==> src/rtl/mmit_pkg.sv <==
package mmit_pkg;

  // Field and register widths
  localparam int NOW_W      = 32;
  localparam int INTERVAL_W = 32;
  localparam int REM_W      = 32;
  localparam int MODE_W     = 2;
  localparam int CFG_IDX_W  = 1;
  localparam int CFG_DATA_W = 32;

  // Default internal time width
  localparam int TIME_WIDTH_DEF = 32;

  // Register indexes
  localparam logic [CFG_IDX_W-1:0] REG_MODE     = 1'd0;
  localparam logic [CFG_IDX_W-1:0] REG_INTERVAL = 1'd1;

  // Timer modes
  localparam logic [MODE_W-1:0] MODE_COUNTDOWN = 2'd0;
  localparam logic [MODE_W-1:0] MODE_ON_DELAY  = 2'd1;
  localparam logic [MODE_W-1:0] MODE_FLASH     = 2'd2;
  localparam logic [MODE_W-1:0] MODE_PING      = 2'd3;

  // Reset values of the configuration registers
  localparam logic [MODE_W-1:0]     MODE_RESET     = MODE_COUNTDOWN;
  localparam logic [INTERVAL_W-1:0] INTERVAL_RESET = 32'd1000;

endpackage

==> src/rtl/mmit_in_if.sv <==
interface mmit_in_if import mmit_pkg::*; ();
  logic              valid;
  logic              ready;
  logic [NOW_W-1:0]  now_ms;
  logic              trigger;
  logic              suspend;
  logic              cancel;
  logic              restart;

  modport source (output valid, now_ms, trigger, suspend, cancel, restart, input ready);
  modport sink   (input valid, now_ms, trigger, suspend, cancel, restart, output ready);
endinterface

==> src/rtl/mmit_out_if.sv <==
interface mmit_out_if import mmit_pkg::*; ();
  logic              valid;
  logic              ready;
  logic              out;
  logic [REM_W-1:0]  remaining_ms;

  modport source (output valid, out, remaining_ms, input ready);
  modport sink   (input valid, out, remaining_ms, output ready);
endinterface

==> src/rtl/multi_mode_interval_timer.sv <==
// A result passes the input register, then the result register, before it can transfer out.
// Throughput: one item per cycle while out_ch.ready does not stall the result register;
// the timer update is adds, subtracts and compares, done combinationally
// between the input register and the result register.
// Reset (rst_n low, synchronous): pipeline empty, mode countdown, interval 1000 ms,
// timer state cleared.
module multi_mode_interval_timer import mmit_pkg::*; #(
  parameter int TIME_WIDTH = TIME_WIDTH_DEF
) (
  input  logic                  clk,
  input  logic                  rst_n,
  mmit_in_if.sink               in_ch,
  mmit_out_if.source            out_ch,
  input  logic                  cfg_we,
  input  logic [CFG_IDX_W-1:0]  cfg_idx,
  input  logic [CFG_DATA_W-1:0] cfg_wdata
);

  localparam int TW = TIME_WIDTH;
  // compare width: wide enough for both elapsed time and interval
  localparam int CW = (TW > INTERVAL_W) ? TW : INTERVAL_W;

  // Configuration registers
  logic [MODE_W-1:0]     mode_r;
  logic [INTERVAL_W-1:0] interval_r;

  // Timer state
  logic [TW-1:0] start_r, start_nxt;
  logic          active_r, active_nxt;
  logic          rearm_r, rearm_nxt;
  logic [TW-1:0] ptime_r, ptime_nxt;
  logic          pvalid_r, pvalid_nxt;

  // Input register
  logic          s1_valid_r;
  logic [TW-1:0] s1_now_r;
  logic          s1_trig_r, s1_susp_r, s1_canc_r, s1_rst_r;

  // Result register
  logic             o_valid_r;
  logic             o_out_r, o_out_nxt;
  logic [REM_W-1:0] o_rem_r, o_rem_nxt;

  logic adv;

  function automatic logic expired(input logic [TW-1:0] now, input logic [TW-1:0] start,
                                   input logic [INTERVAL_W-1:0] iv);
    logic [TW-1:0] e;
    e = now - start;
    return CW'(e) >= CW'(iv);
  endfunction

  function automatic logic [REM_W-1:0] remaining(input logic [TW-1:0] now,
                                                 input logic [TW-1:0] start,
                                                 input logic [INTERVAL_W-1:0] iv);
    logic [TW-1:0] e;
    logic [CW-1:0] d;
    e = now - start;
    d = CW'(iv) - CW'(e);
    return (CW'(iv) > CW'(e)) ? REM_W'(d) : '0;
  endfunction

  // Handshake: stage 1 moves on when the result register is free or draining
  assign adv          = s1_valid_r && (!o_valid_r || out_ch.ready);
  assign in_ch.ready  = !s1_valid_r || adv;
  assign out_ch.valid = o_valid_r;
  assign out_ch.out   = o_out_r;
  assign out_ch.remaining_ms = o_rem_r;

  // Configuration writes
  always_ff @(posedge clk) begin
    if (!rst_n) begin
      mode_r     <= MODE_RESET;
      interval_r <= INTERVAL_RESET;
    end else if (cfg_we) begin
      unique case (cfg_idx)
        REG_MODE:     mode_r     <= cfg_wdata[MODE_W-1:0];
        REG_INTERVAL: interval_r <= cfg_wdata[INTERVAL_W-1:0];
        default: ;
      endcase
    end
  end

  // Timer evaluation for the item in stage 1
  always_comb begin
    start_nxt  = start_r;
    active_nxt = active_r;
    rearm_nxt  = rearm_r;
    ptime_nxt  = ptime_r;
    pvalid_nxt = pvalid_r;
    o_out_nxt  = 1'b0;
    o_rem_nxt  = '0;
    if (s1_rst_r) begin
      start_nxt  = s1_now_r;
      active_nxt = 1'b0;
      rearm_nxt  = 1'b0;
      pvalid_nxt = 1'b0;
      o_rem_nxt  = interval_r;
    end else begin
      unique case (mode_r)
        MODE_COUNTDOWN: begin
          if (!active_r && !rearm_r && s1_trig_r) begin
            start_nxt  = s1_now_r;
            active_nxt = 1'b1;
          end
          if (rearm_r && !s1_trig_r) rearm_nxt = 1'b0;
          if (active_nxt) begin
            // suspend: slide start forward by the time spent paused
            if (s1_susp_r) begin
              if (pvalid_r) start_nxt = start_nxt + (s1_now_r - ptime_r);
              ptime_nxt  = s1_now_r;
              pvalid_nxt = 1'b1;
            end else begin
              pvalid_nxt = 1'b0;
            end
            if (expired(s1_now_r, start_nxt, interval_r) || s1_canc_r) begin
              start_nxt  = '0;
              active_nxt = 1'b0;
              pvalid_nxt = 1'b0;
              rearm_nxt  = s1_trig_r;
            end
          end
          o_out_nxt = active_nxt;
          o_rem_nxt = active_nxt ? remaining(s1_now_r, start_nxt, interval_r) : '0;
        end
        MODE_ON_DELAY: begin
          if (s1_trig_r) begin
            if (expired(s1_now_r, start_r, interval_r)) active_nxt = 1'b1;
          end else begin
            start_nxt  = s1_now_r;
            active_nxt = 1'b0;
          end
          o_out_nxt = active_nxt;
          o_rem_nxt = active_nxt ? '0 : remaining(s1_now_r, start_nxt, interval_r);
        end
        MODE_FLASH: begin
          if (expired(s1_now_r, start_r, interval_r)) begin
            active_nxt = !active_r;
            start_nxt  = s1_now_r;
          end
          o_out_nxt = active_nxt;
          o_rem_nxt = remaining(s1_now_r, start_nxt, interval_r);
        end
        MODE_PING: begin
          if (expired(s1_now_r, start_r, interval_r)) begin
            start_nxt = s1_now_r;
            o_out_nxt = 1'b1;
          end
          o_rem_nxt = remaining(s1_now_r, start_nxt, interval_r);
        end
        default: ;
      endcase
    end
  end

  // Pipeline control and timer state
  always_ff @(posedge clk) begin
    if (!rst_n) begin
      s1_valid_r <= 1'b0;
      o_valid_r  <= 1'b0;
      start_r    <= '0;
      active_r   <= 1'b0;
      rearm_r    <= 1'b0;
      ptime_r    <= '0;
      pvalid_r   <= 1'b0;
    end else begin
      if (in_ch.valid && in_ch.ready) s1_valid_r <= 1'b1;
      else if (adv)                   s1_valid_r <= 1'b0;
      if (adv)               o_valid_r <= 1'b1;
      else if (out_ch.ready) o_valid_r <= 1'b0;
      if (adv) begin
        start_r  <= start_nxt;
        active_r <= active_nxt;
        rearm_r  <= rearm_nxt;
        ptime_r  <= ptime_nxt;
        pvalid_r <= pvalid_nxt;
      end
    end
  end

  // Payload registers
  always_ff @(posedge clk) begin
    if (in_ch.valid && in_ch.ready) begin
      s1_now_r  <= TW'(in_ch.now_ms);
      s1_trig_r <= in_ch.trigger;
      s1_susp_r <= in_ch.suspend;
      s1_canc_r <= in_ch.cancel;
      s1_rst_r  <= in_ch.restart;
    end
    if (adv) begin
      o_out_r <= o_out_nxt;
      o_rem_r <= o_rem_nxt;
    end
  end

endmodule
==> src/flat_wrapper.sv <==
// flat-port wrapper written by rule: the top's interface ports become plain ports
module multi_mode_interval_timer_flat import mmit_pkg::*;
#(
  parameter int TIME_WIDTH = TIME_WIDTH_DEF
)
  (clk, rst_n, cfg_we, cfg_idx, cfg_wdata, in_ch_valid, in_ch_now_ms, in_ch_trigger, in_ch_suspend, in_ch_cancel, in_ch_restart, in_ch_ready, out_ch_valid, out_ch_out, out_ch_remaining_ms, out_ch_ready);
  mmit_in_if in_ch_i ();
  mmit_out_if out_ch_i ();
  input  logic clk;
  input  logic rst_n;
  input  logic cfg_we;
  input  logic [CFG_IDX_W-1:0] cfg_idx;
  input  logic [CFG_DATA_W-1:0] cfg_wdata;
  input wire logic [$bits(in_ch_i.valid)-1:0] in_ch_valid;
  input wire logic [$bits(in_ch_i.now_ms)-1:0] in_ch_now_ms;
  input wire logic [$bits(in_ch_i.trigger)-1:0] in_ch_trigger;
  input wire logic [$bits(in_ch_i.suspend)-1:0] in_ch_suspend;
  input wire logic [$bits(in_ch_i.cancel)-1:0] in_ch_cancel;
  input wire logic [$bits(in_ch_i.restart)-1:0] in_ch_restart;
  output wire logic [$bits(in_ch_i.ready)-1:0] in_ch_ready;
  output wire logic [$bits(out_ch_i.valid)-1:0] out_ch_valid;
  output wire logic [$bits(out_ch_i.out)-1:0] out_ch_out;
  output wire logic [$bits(out_ch_i.remaining_ms)-1:0] out_ch_remaining_ms;
  input wire logic [$bits(out_ch_i.ready)-1:0] out_ch_ready;
  assign in_ch_i.valid = in_ch_valid;
  assign in_ch_i.now_ms = in_ch_now_ms;
  assign in_ch_i.trigger = in_ch_trigger;
  assign in_ch_i.suspend = in_ch_suspend;
  assign in_ch_i.cancel = in_ch_cancel;
  assign in_ch_i.restart = in_ch_restart;
  assign in_ch_ready = in_ch_i.ready;
  assign out_ch_valid = out_ch_i.valid;
  assign out_ch_out = out_ch_i.out;
  assign out_ch_remaining_ms = out_ch_i.remaining_ms;
  assign out_ch_i.ready = out_ch_ready;
  multi_mode_interval_timer #(.TIME_WIDTH(TIME_WIDTH)) u_core (.clk(clk), .rst_n(rst_n), .in_ch(in_ch_i), .out_ch(out_ch_i), .cfg_we(cfg_we), .cfg_idx(cfg_idx), .cfg_wdata(cfg_wdata));
endmodule
==> config.mk <==
export PLATFORM = sky130hd
export DESIGN_NAME = multi_mode_interval_timer_flat
export DESIGN_NICKNAME = d
export VERILOG_FILES = /design/src/rtl/mmit_pkg.sv /design/src/rtl/mmit_in_if.sv /design/src/rtl/mmit_out_if.sv /design/src/rtl/multi_mode_interval_timer.sv /design/src/flat_wrapper.sv
export SDC_FILE = /design/constraint.sdc
export NUM_CORES = 1
export LEC_CHECK = 0
export BUFFER_PORTS_ARGS = -buffer_cell sky130_fd_sc_hd__buf_4
export CAP_MARGIN = 20
export CORE_MARGIN = 4
export CORE_UTILIZATION = 47
export CTS_BUF_LIST = sky130_fd_sc_hd__clkbuf_8
export CTS_CLUSTER_DIAMETER = 40
export DETAILED_ROUTE_END_ITERATION = 8
export PLACE_DENSITY = 0.76
export RECOVER_POWER = 100
export SLEW_MARGIN = 20
export SYNTH_ARGS = -nofsm -noshare
export SYNTH_HDL_FRONTEND = slang
export SYNTH_SLANG_ARGS = --single-unit
==> constraint.sdc <==
create_clock -name clk -period 37.8 [get_ports clk]
set_clock_uncertainty 0.15 [all_clocks]
set_input_delay 7.56 -clock clk [delete_from_list [all_inputs] [get_ports clk]]
set_output_delay 7.56 -clock clk [all_outputs]
set_load 0.05 [all_outputs]
== After elaboration in Yosys (flattened, before gate mapping) ==
Cells that the tools add are included.
Widths: inputs -> output; s select.
Storage, ports and cells
  bits in read-only memories: 0
  memories kept: 0
  input port bits: 74
  bits in latches: 0
  RAM bits: 0
  logic and storage cells: 124
  register bits: 172
Operators by class
  eq/ne operators: 3
  $lt $le $gt $ge: 6
  mux-type cells: 60
  shift operators: 0
  multipliers: 0
  divide/modulo/power cells: 0
  bitwise gates (word level): 2
  add/subtract/negate cells: 12
  reduce and logical (&&, ||, !) cells: 25
Operators with widths (count)
  $mux 32: 28
  $sub 32x32->32: 11
  $pmux 32 s4: 2
  $gt 32x32->1: 4
  $ge 32x32->1: 2
  $add 32x32->32: 1
  $mux 1: 28
  $reduce_and 2->1: 4
  $reduce_bool 2->1: 4
  $logic_and 1x1->1: 5
  $logic_not 1->1: 5
  $reduce_and 5->1: 1
  $eq 2x2->1 const B: 2
  $pmux 1 s4: 1
  $reduce_bool 4->1: 1
  $logic_or 1x1->1: 3
  $pmux 1 s3: 1
  $reduce_and 3->1: 1
  $eq 2x1->1 const B: 1
  $logic_not 2->1: 1
  $not 1->1: 2

== Logic depth before layout (Yosys ltp) ==
  word-level depth: 25
  gate-level depth with buffers: 64
  depth with buffers taken out: 58

== Worst setup path after synthesis ==
No wires, ideal clock.
  path type: input port to output port
  start: input out_ch_ready
  end: output in_ch_ready
  setup slack: 22.024 ns
  data required time: 30.090 ns
  arrival time: 8.066 ns
  stages on the path: 2
  cells stage by stage: nor2b_1 -> nand2_1
On the way
  longest elaborated chain between the ends: 3
Ends and longest elaborated chain
  from (decl): line flat_wrapper.sv:24  | input wire logic [$bits(out_ch_i.ready)-1:0] out_ch_ready;
  $logic_or 1x1->1: line multi_mode_interval_timer.sv:64  | assign adv = s1_valid_r && (!o_valid_r || out_ch.ready);
  $logic_and 1x1->1: line multi_mode_interval_timer.sv:64
  $logic_or 1x1->1: line multi_mode_interval_timer.sv:65  | assign in_ch.ready = !s1_valid_r || adv;
  to (decl): line flat_wrapper.sv:20  | output wire logic [$bits(in_ch_i.ready)-1:0] in_ch_ready;
No other way between the ends.

== Final worst setup path ==
  start: register u_core.s1_trig_r
  end: register u_core.o_rem_r[21], in the netlist u_core.out_ch.remaining_ms[21], data pin
On the way
  longest elaborated chain between the ends: 23
  elaborated cells between the ends (all ways): 42
  those cells by class: add/sub: 6; order compare: 3; mux: 31; reduce/logical: 2
Ends and longest elaborated chain
  from (decl): line multi_mode_interval_timer.sv:37  | logic s1_trig_r, s1_susp_r, s1_canc_r, s1_rst_r;
  from (signal assigned): line multi_mode_interval_timer.sv:185  | s1_trig_r <= in_ch.trigger;
  $logic_and 1x1->1: line multi_mode_interval_timer.sv:102  | if (!active_r && !rearm_r && s1_trig_r) begin
  $mux 32: line multi_mode_interval_timer.sv:102
  $mux 32: line multi_mode_interval_timer.sv:100  | unique case (mode_r)
  $mux 32: line multi_mode_interval_timer.sv:93  | if (s1_rst_r) begin
  $add 32x32->32: line multi_mode_interval_timer.sv:110  | if (pvalid_r) start_nxt = start_nxt + (s1_now_r - ptime_r);
  $mux 32: line multi_mode_interval_timer.sv:110
  $mux 32: line multi_mode_interval_timer.sv:109  | if (s1_susp_r) begin
  $mux 32: line multi_mode_interval_timer.sv:107  | if (active_nxt) begin
  [... 8 more ...]
  $mux 32: line multi_mode_interval_timer.sv:93
  $sub 32x32->32: line multi_mode_interval_timer.sv:58  | e = now - start;
  $sub 32x32->32 / $gt 32x32->1 (equally long branches): line multi_mode_interval_timer.sv:59, multi_mode_interval_timer.sv:60
  $mux 32: line multi_mode_interval_timer.sv:60  | return (CW'(iv) > CW'(e)) ? REM_W'(d) : '0;
  $mux 32: line multi_mode_interval_timer.sv:124  | o_rem_nxt = active_nxt ? remaining(s1_now_r, start_nxt, interval_r) : '0;
  $pmux 32 s4 (*): line multi_mode_interval_timer.sv:100
  $mux 32 (*): line multi_mode_interval_timer.sv:93
  net u_core.o_rem_nxt[21]: line multi_mode_interval_timer.sv:42  | logic [REM_W-1:0] o_rem_r, o_rem_nxt;
  to (signal assigned): line multi_mode_interval_timer.sv:192  | o_rem_r <= o_rem_nxt;
  to (decl): line multi_mode_interval_timer.sv:42
The timed path passes the listed nets; every way through them passes the cells marked *. The select of a mux whose other input is x is not followed.
A chain may end at the register's enable or synchronous reset.

==> results.cfg <==
[global_routing]
antenna_found_initial = 0
grt_max_degree = 90
grt_pass1_wl_mm = 120
grt_pass1_vias = 22200
grt-ovfl-total = 0
grt.total_usage_pct = 26.7

[die]
die_x_um = 240
initial_core_util_pct = 47.7
num_rows = 84
io_pins = 109
core_area_sq_mm = 0.0529
die_y_um = 240
dieArea_sq_mm = 0.0574

[worst_hold_path]
hold_depth = 2
hold_class = flop to flop

[sta]
final.min_clock_period_ns = 19.30
worst_slew_pin_slew_ns = 4.17
setup_tns_ns = 0
period_share_pct = 51.1
slew_viol_final = 295
finalSetupViolations = 0
hold_viol_final = 0
slew_headroom_pct = -178
rsz0062_at_grt = no
clock.fmax_ghz = 0.0518

[finish]
seq_area_sq_mm = 0.00413
fin_area_sq_mm = 0.0269
nets = 3738
n_antenna_cell = 0
area_delta_synth_final_pct = 6.64
multiInputGateArea_sq_mm = 0.0199
final_util_pct = 50.9
num-fill-cells = 5168
drive_gt1_share_pct = 6.09

[logic_synthesis]
yosys.area.top_type = ha_1
syn-cell-area_sq_mm = 0.0252
netlist.area_leader.share_pct = 17.5
synth.avg_cell_area_sq_um = 7.81
ys.flop_type = dfxtp_1
ys_warn_count = 0
ys_ff_latch = 172
synth_edf_count = 69
syn_nets = 3694
seq_area_frac_synth_pct = 16.4
ys_types = 100
synthCells = 3229
yosys-top-cells-area = ha_1 (17%), edfxtp_1 (8.2%), dfxtp_1 (8.2%)
async_reset_ff_share_pct = 0

[route]
viasPerCell = 6.12
drc = 0
antenna_left = 0
dr.pass1.iters = 6
wl_per_cell_um = 19.9
via_count = 24300
detail_route.wirelength_mm = 78.9
detail_route.iter0.violations = 2437

[worst_setup_path]
required_ns = 37.99
r2r_end = u_core.out_ch.remaining_ms[21]$_DFFE_PP_
crit_fanout = 53
reg2reg_depth = 54
cp_slowest_cell = clkbuf_1
rr_startpoint = u_core.s1_trig_r$_DFFE_PP_
max_stage_delay_ns = 1.90
critical_path_class = flop to flop
cp-startpoint = u_core.s1_trig_r$_DFFE_PP_
cp.arrival_ns = 19.49
crit_path_end_kind = flop
reg2reg_slack_ns = 18.50
endpoint = u_core.out_ch.remaining_ms[21]$_DFFE_PP_
start_kind = flop

[cts]
cts_buffer_depth = 2
cts.clk_slew.worst_paths_ns = 0.11
cts_setup_buffers = 0
cts_hold_buffers = 0
cts-buffers-inserted = 17
cts-resized-gates = 0
clock-sinks = 172
clk_latency_ns = 0.61
cts_root_buffer = clkbuf_8
cts_tree = yes
htreeDepth = 4

[pwr]
leakagePower_nw = 11.1
powerDensity_mw_per_mm2 = 42.3
ir_drop_mv = 0.0307
power_mw = 1.14

[run_status]
violations = capacitance limit, slew limit
status = complete, but fails checks

[place]
port_buffers = 108
dpl.hpwl_mm = 63.7
placed_area_sq_mm = 0.0266
routabilityCongestion = 0.943

[job]
drv_cap = 5
-- critical path: cells and delay by family (launching register included) --
kind            cells  cell delay [ns]
xor+xnor            3             0.53
buf+inv             3             3.72
simple gates       15             4.13
compound gates     27             7.86
fa+ha+maj           6             2.25
flops               1             0.34
-- layout by cell type (no fill, tap or decap), drive strengths merged, types with 14 or more instances in the layout --
master  Yosys  final
xnor2     159    159
nor2b      39     39
a211o      15     15
o211ai     33     33
a22oi      29     29
a211oi     32     32
xor2       91     91
fa         39     39
buf        25     56
mux2i      50     50
clkbuf     87     98
inv       186    193
or2        14     14
nand3      51     51
o21a       40     40
nor2      215    215
a21oi     324    324
o21ai     243    243
o31ai      15     15
a21boi     70     70
edfxtp     69     69
nand2     338    338
o22ai      20     20
a21o      144    144
nand2b     53     53
ha        352    352
a221oi     17     17
nor3       53     53
a31oi      37     37
nand4      41     41
and3       22     22
and2       25     25
o21bai     34     34
dfxtp     103    103
-- metal layers --
layer,GRT usage [%],up-vias,wire [um]
li1,-,12000,-
met1,38.6,11200,36800
met2,40.0,1059,32900
met4,9.22,0,2300
met3,4.61,126,6920
met5,0,-,0
-- how the worst min path moves through the flow --
stage                                      end                       startpoint  slack, ns
6_report       u_core.ptime_r[11]$_SDFFE_PN0P_  u_core.ptime_r[11]$_SDFFE_PN0P_       0.32
4_1_cts        u_core.ptime_r[11]$_SDFFE_PN0P_  u_core.ptime_r[11]$_SDFFE_PN0P_       0.32
2_1_floorplan  u_core.ptime_r[10]$_SDFFE_PN0P_  u_core.ptime_r[10]$_SDFFE_PN0P_       0.29
5_1_grt         u_core.ptime_r[4]$_SDFFE_PN0P_   u_core.ptime_r[4]$_SDFFE_PN0P_       0.34
3_5_place_dp   u_core.ptime_r[11]$_SDFFE_PN0P_  u_core.ptime_r[11]$_SDFFE_PN0P_       0.31
3_3_place_gp    u_core.ptime_r[6]$_SDFFE_PN0P_   u_core.ptime_r[6]$_SDFFE_PN0P_       0.30
-- sequential cells by signal, summed over array words and instances (netlist names), 2 cells and up --
register / flops
u_core.mode_r: 2
u_core.interval_r: 32
u_core.start_r: 32
u_core.ptime_r: 32
u_core.s1_now_r: 32
u_core.out_ch.remaining_ms: 32
-- area by class of cell --
type                            count  share of cell area (%)
Clock buffer                       17                   0.870
Clock inverter                     15                   0.837
Inverter                          186                    2.60
Multi-Input combinational cell   2759                    73.9
Sequential cell                   172                    15.4
Tap cell                          688                    3.20
Timing Repair Buffer              137                    3.26
-- cells in the mapped netlist (34+ instances only) --
cell type	instances
inv_1	186
a21boi_0	66
a21oi_1	310
xnor2_1	159
o21a_1	40
o21bai_1	34
nand3_1	51
mux2i_1	49
nor2_1	215
o21ai_0	213
nand2_1	337
xor2_1	91
nor2b_1	39
dfxtp_1	103
nor3_1	53
nand2b_1	53
ha_1	352
a21o_1	144
a31oi_1	36
edfxtp_1	69
nand4_1	41
clkbuf_1	87
fa_1	39
-- per-stage QoR --
stage | instances | setup WS, ns | hold WS (ns)
3_3_place_gp | 3941 | 21.68 | 0.299
6_report | 3974 | 18.50 | 0.320
4_1_cts | 3974 | 21.70 | 0.322
2_1_floorplan | 3229 | 22.02 | 0.293
3_5_place_dp | 3942 | 21.70 | 0.306
5_1_grt | 3974 | 17.10 | 0.337
-- logic make-up after synthesis --
| group | synth area share (%) |
|---|---|
| AOI/OAI and AO/OA | 31.1 |
| xor gates and xnor gates | 8.68 |
| adders and majority gates | 20.6 |
| buffers and inverters | 4.74 |
| DFF | 16.4 |
| muxes | 2.22 |
| and+or+nand+nor | 16.3 |
-- where the power goes --
| part | switching [mW] | total [mW] | internal [mW] |
|---|---|---|---|
| logic | 0.449 | 0.755 | 0.306 |
| registers | 0.0159 | 0.218 | 0.202 |
| clock network | 0.0904 | 0.165 | 0.0745 |
Power figures use the tool's default switching activity.
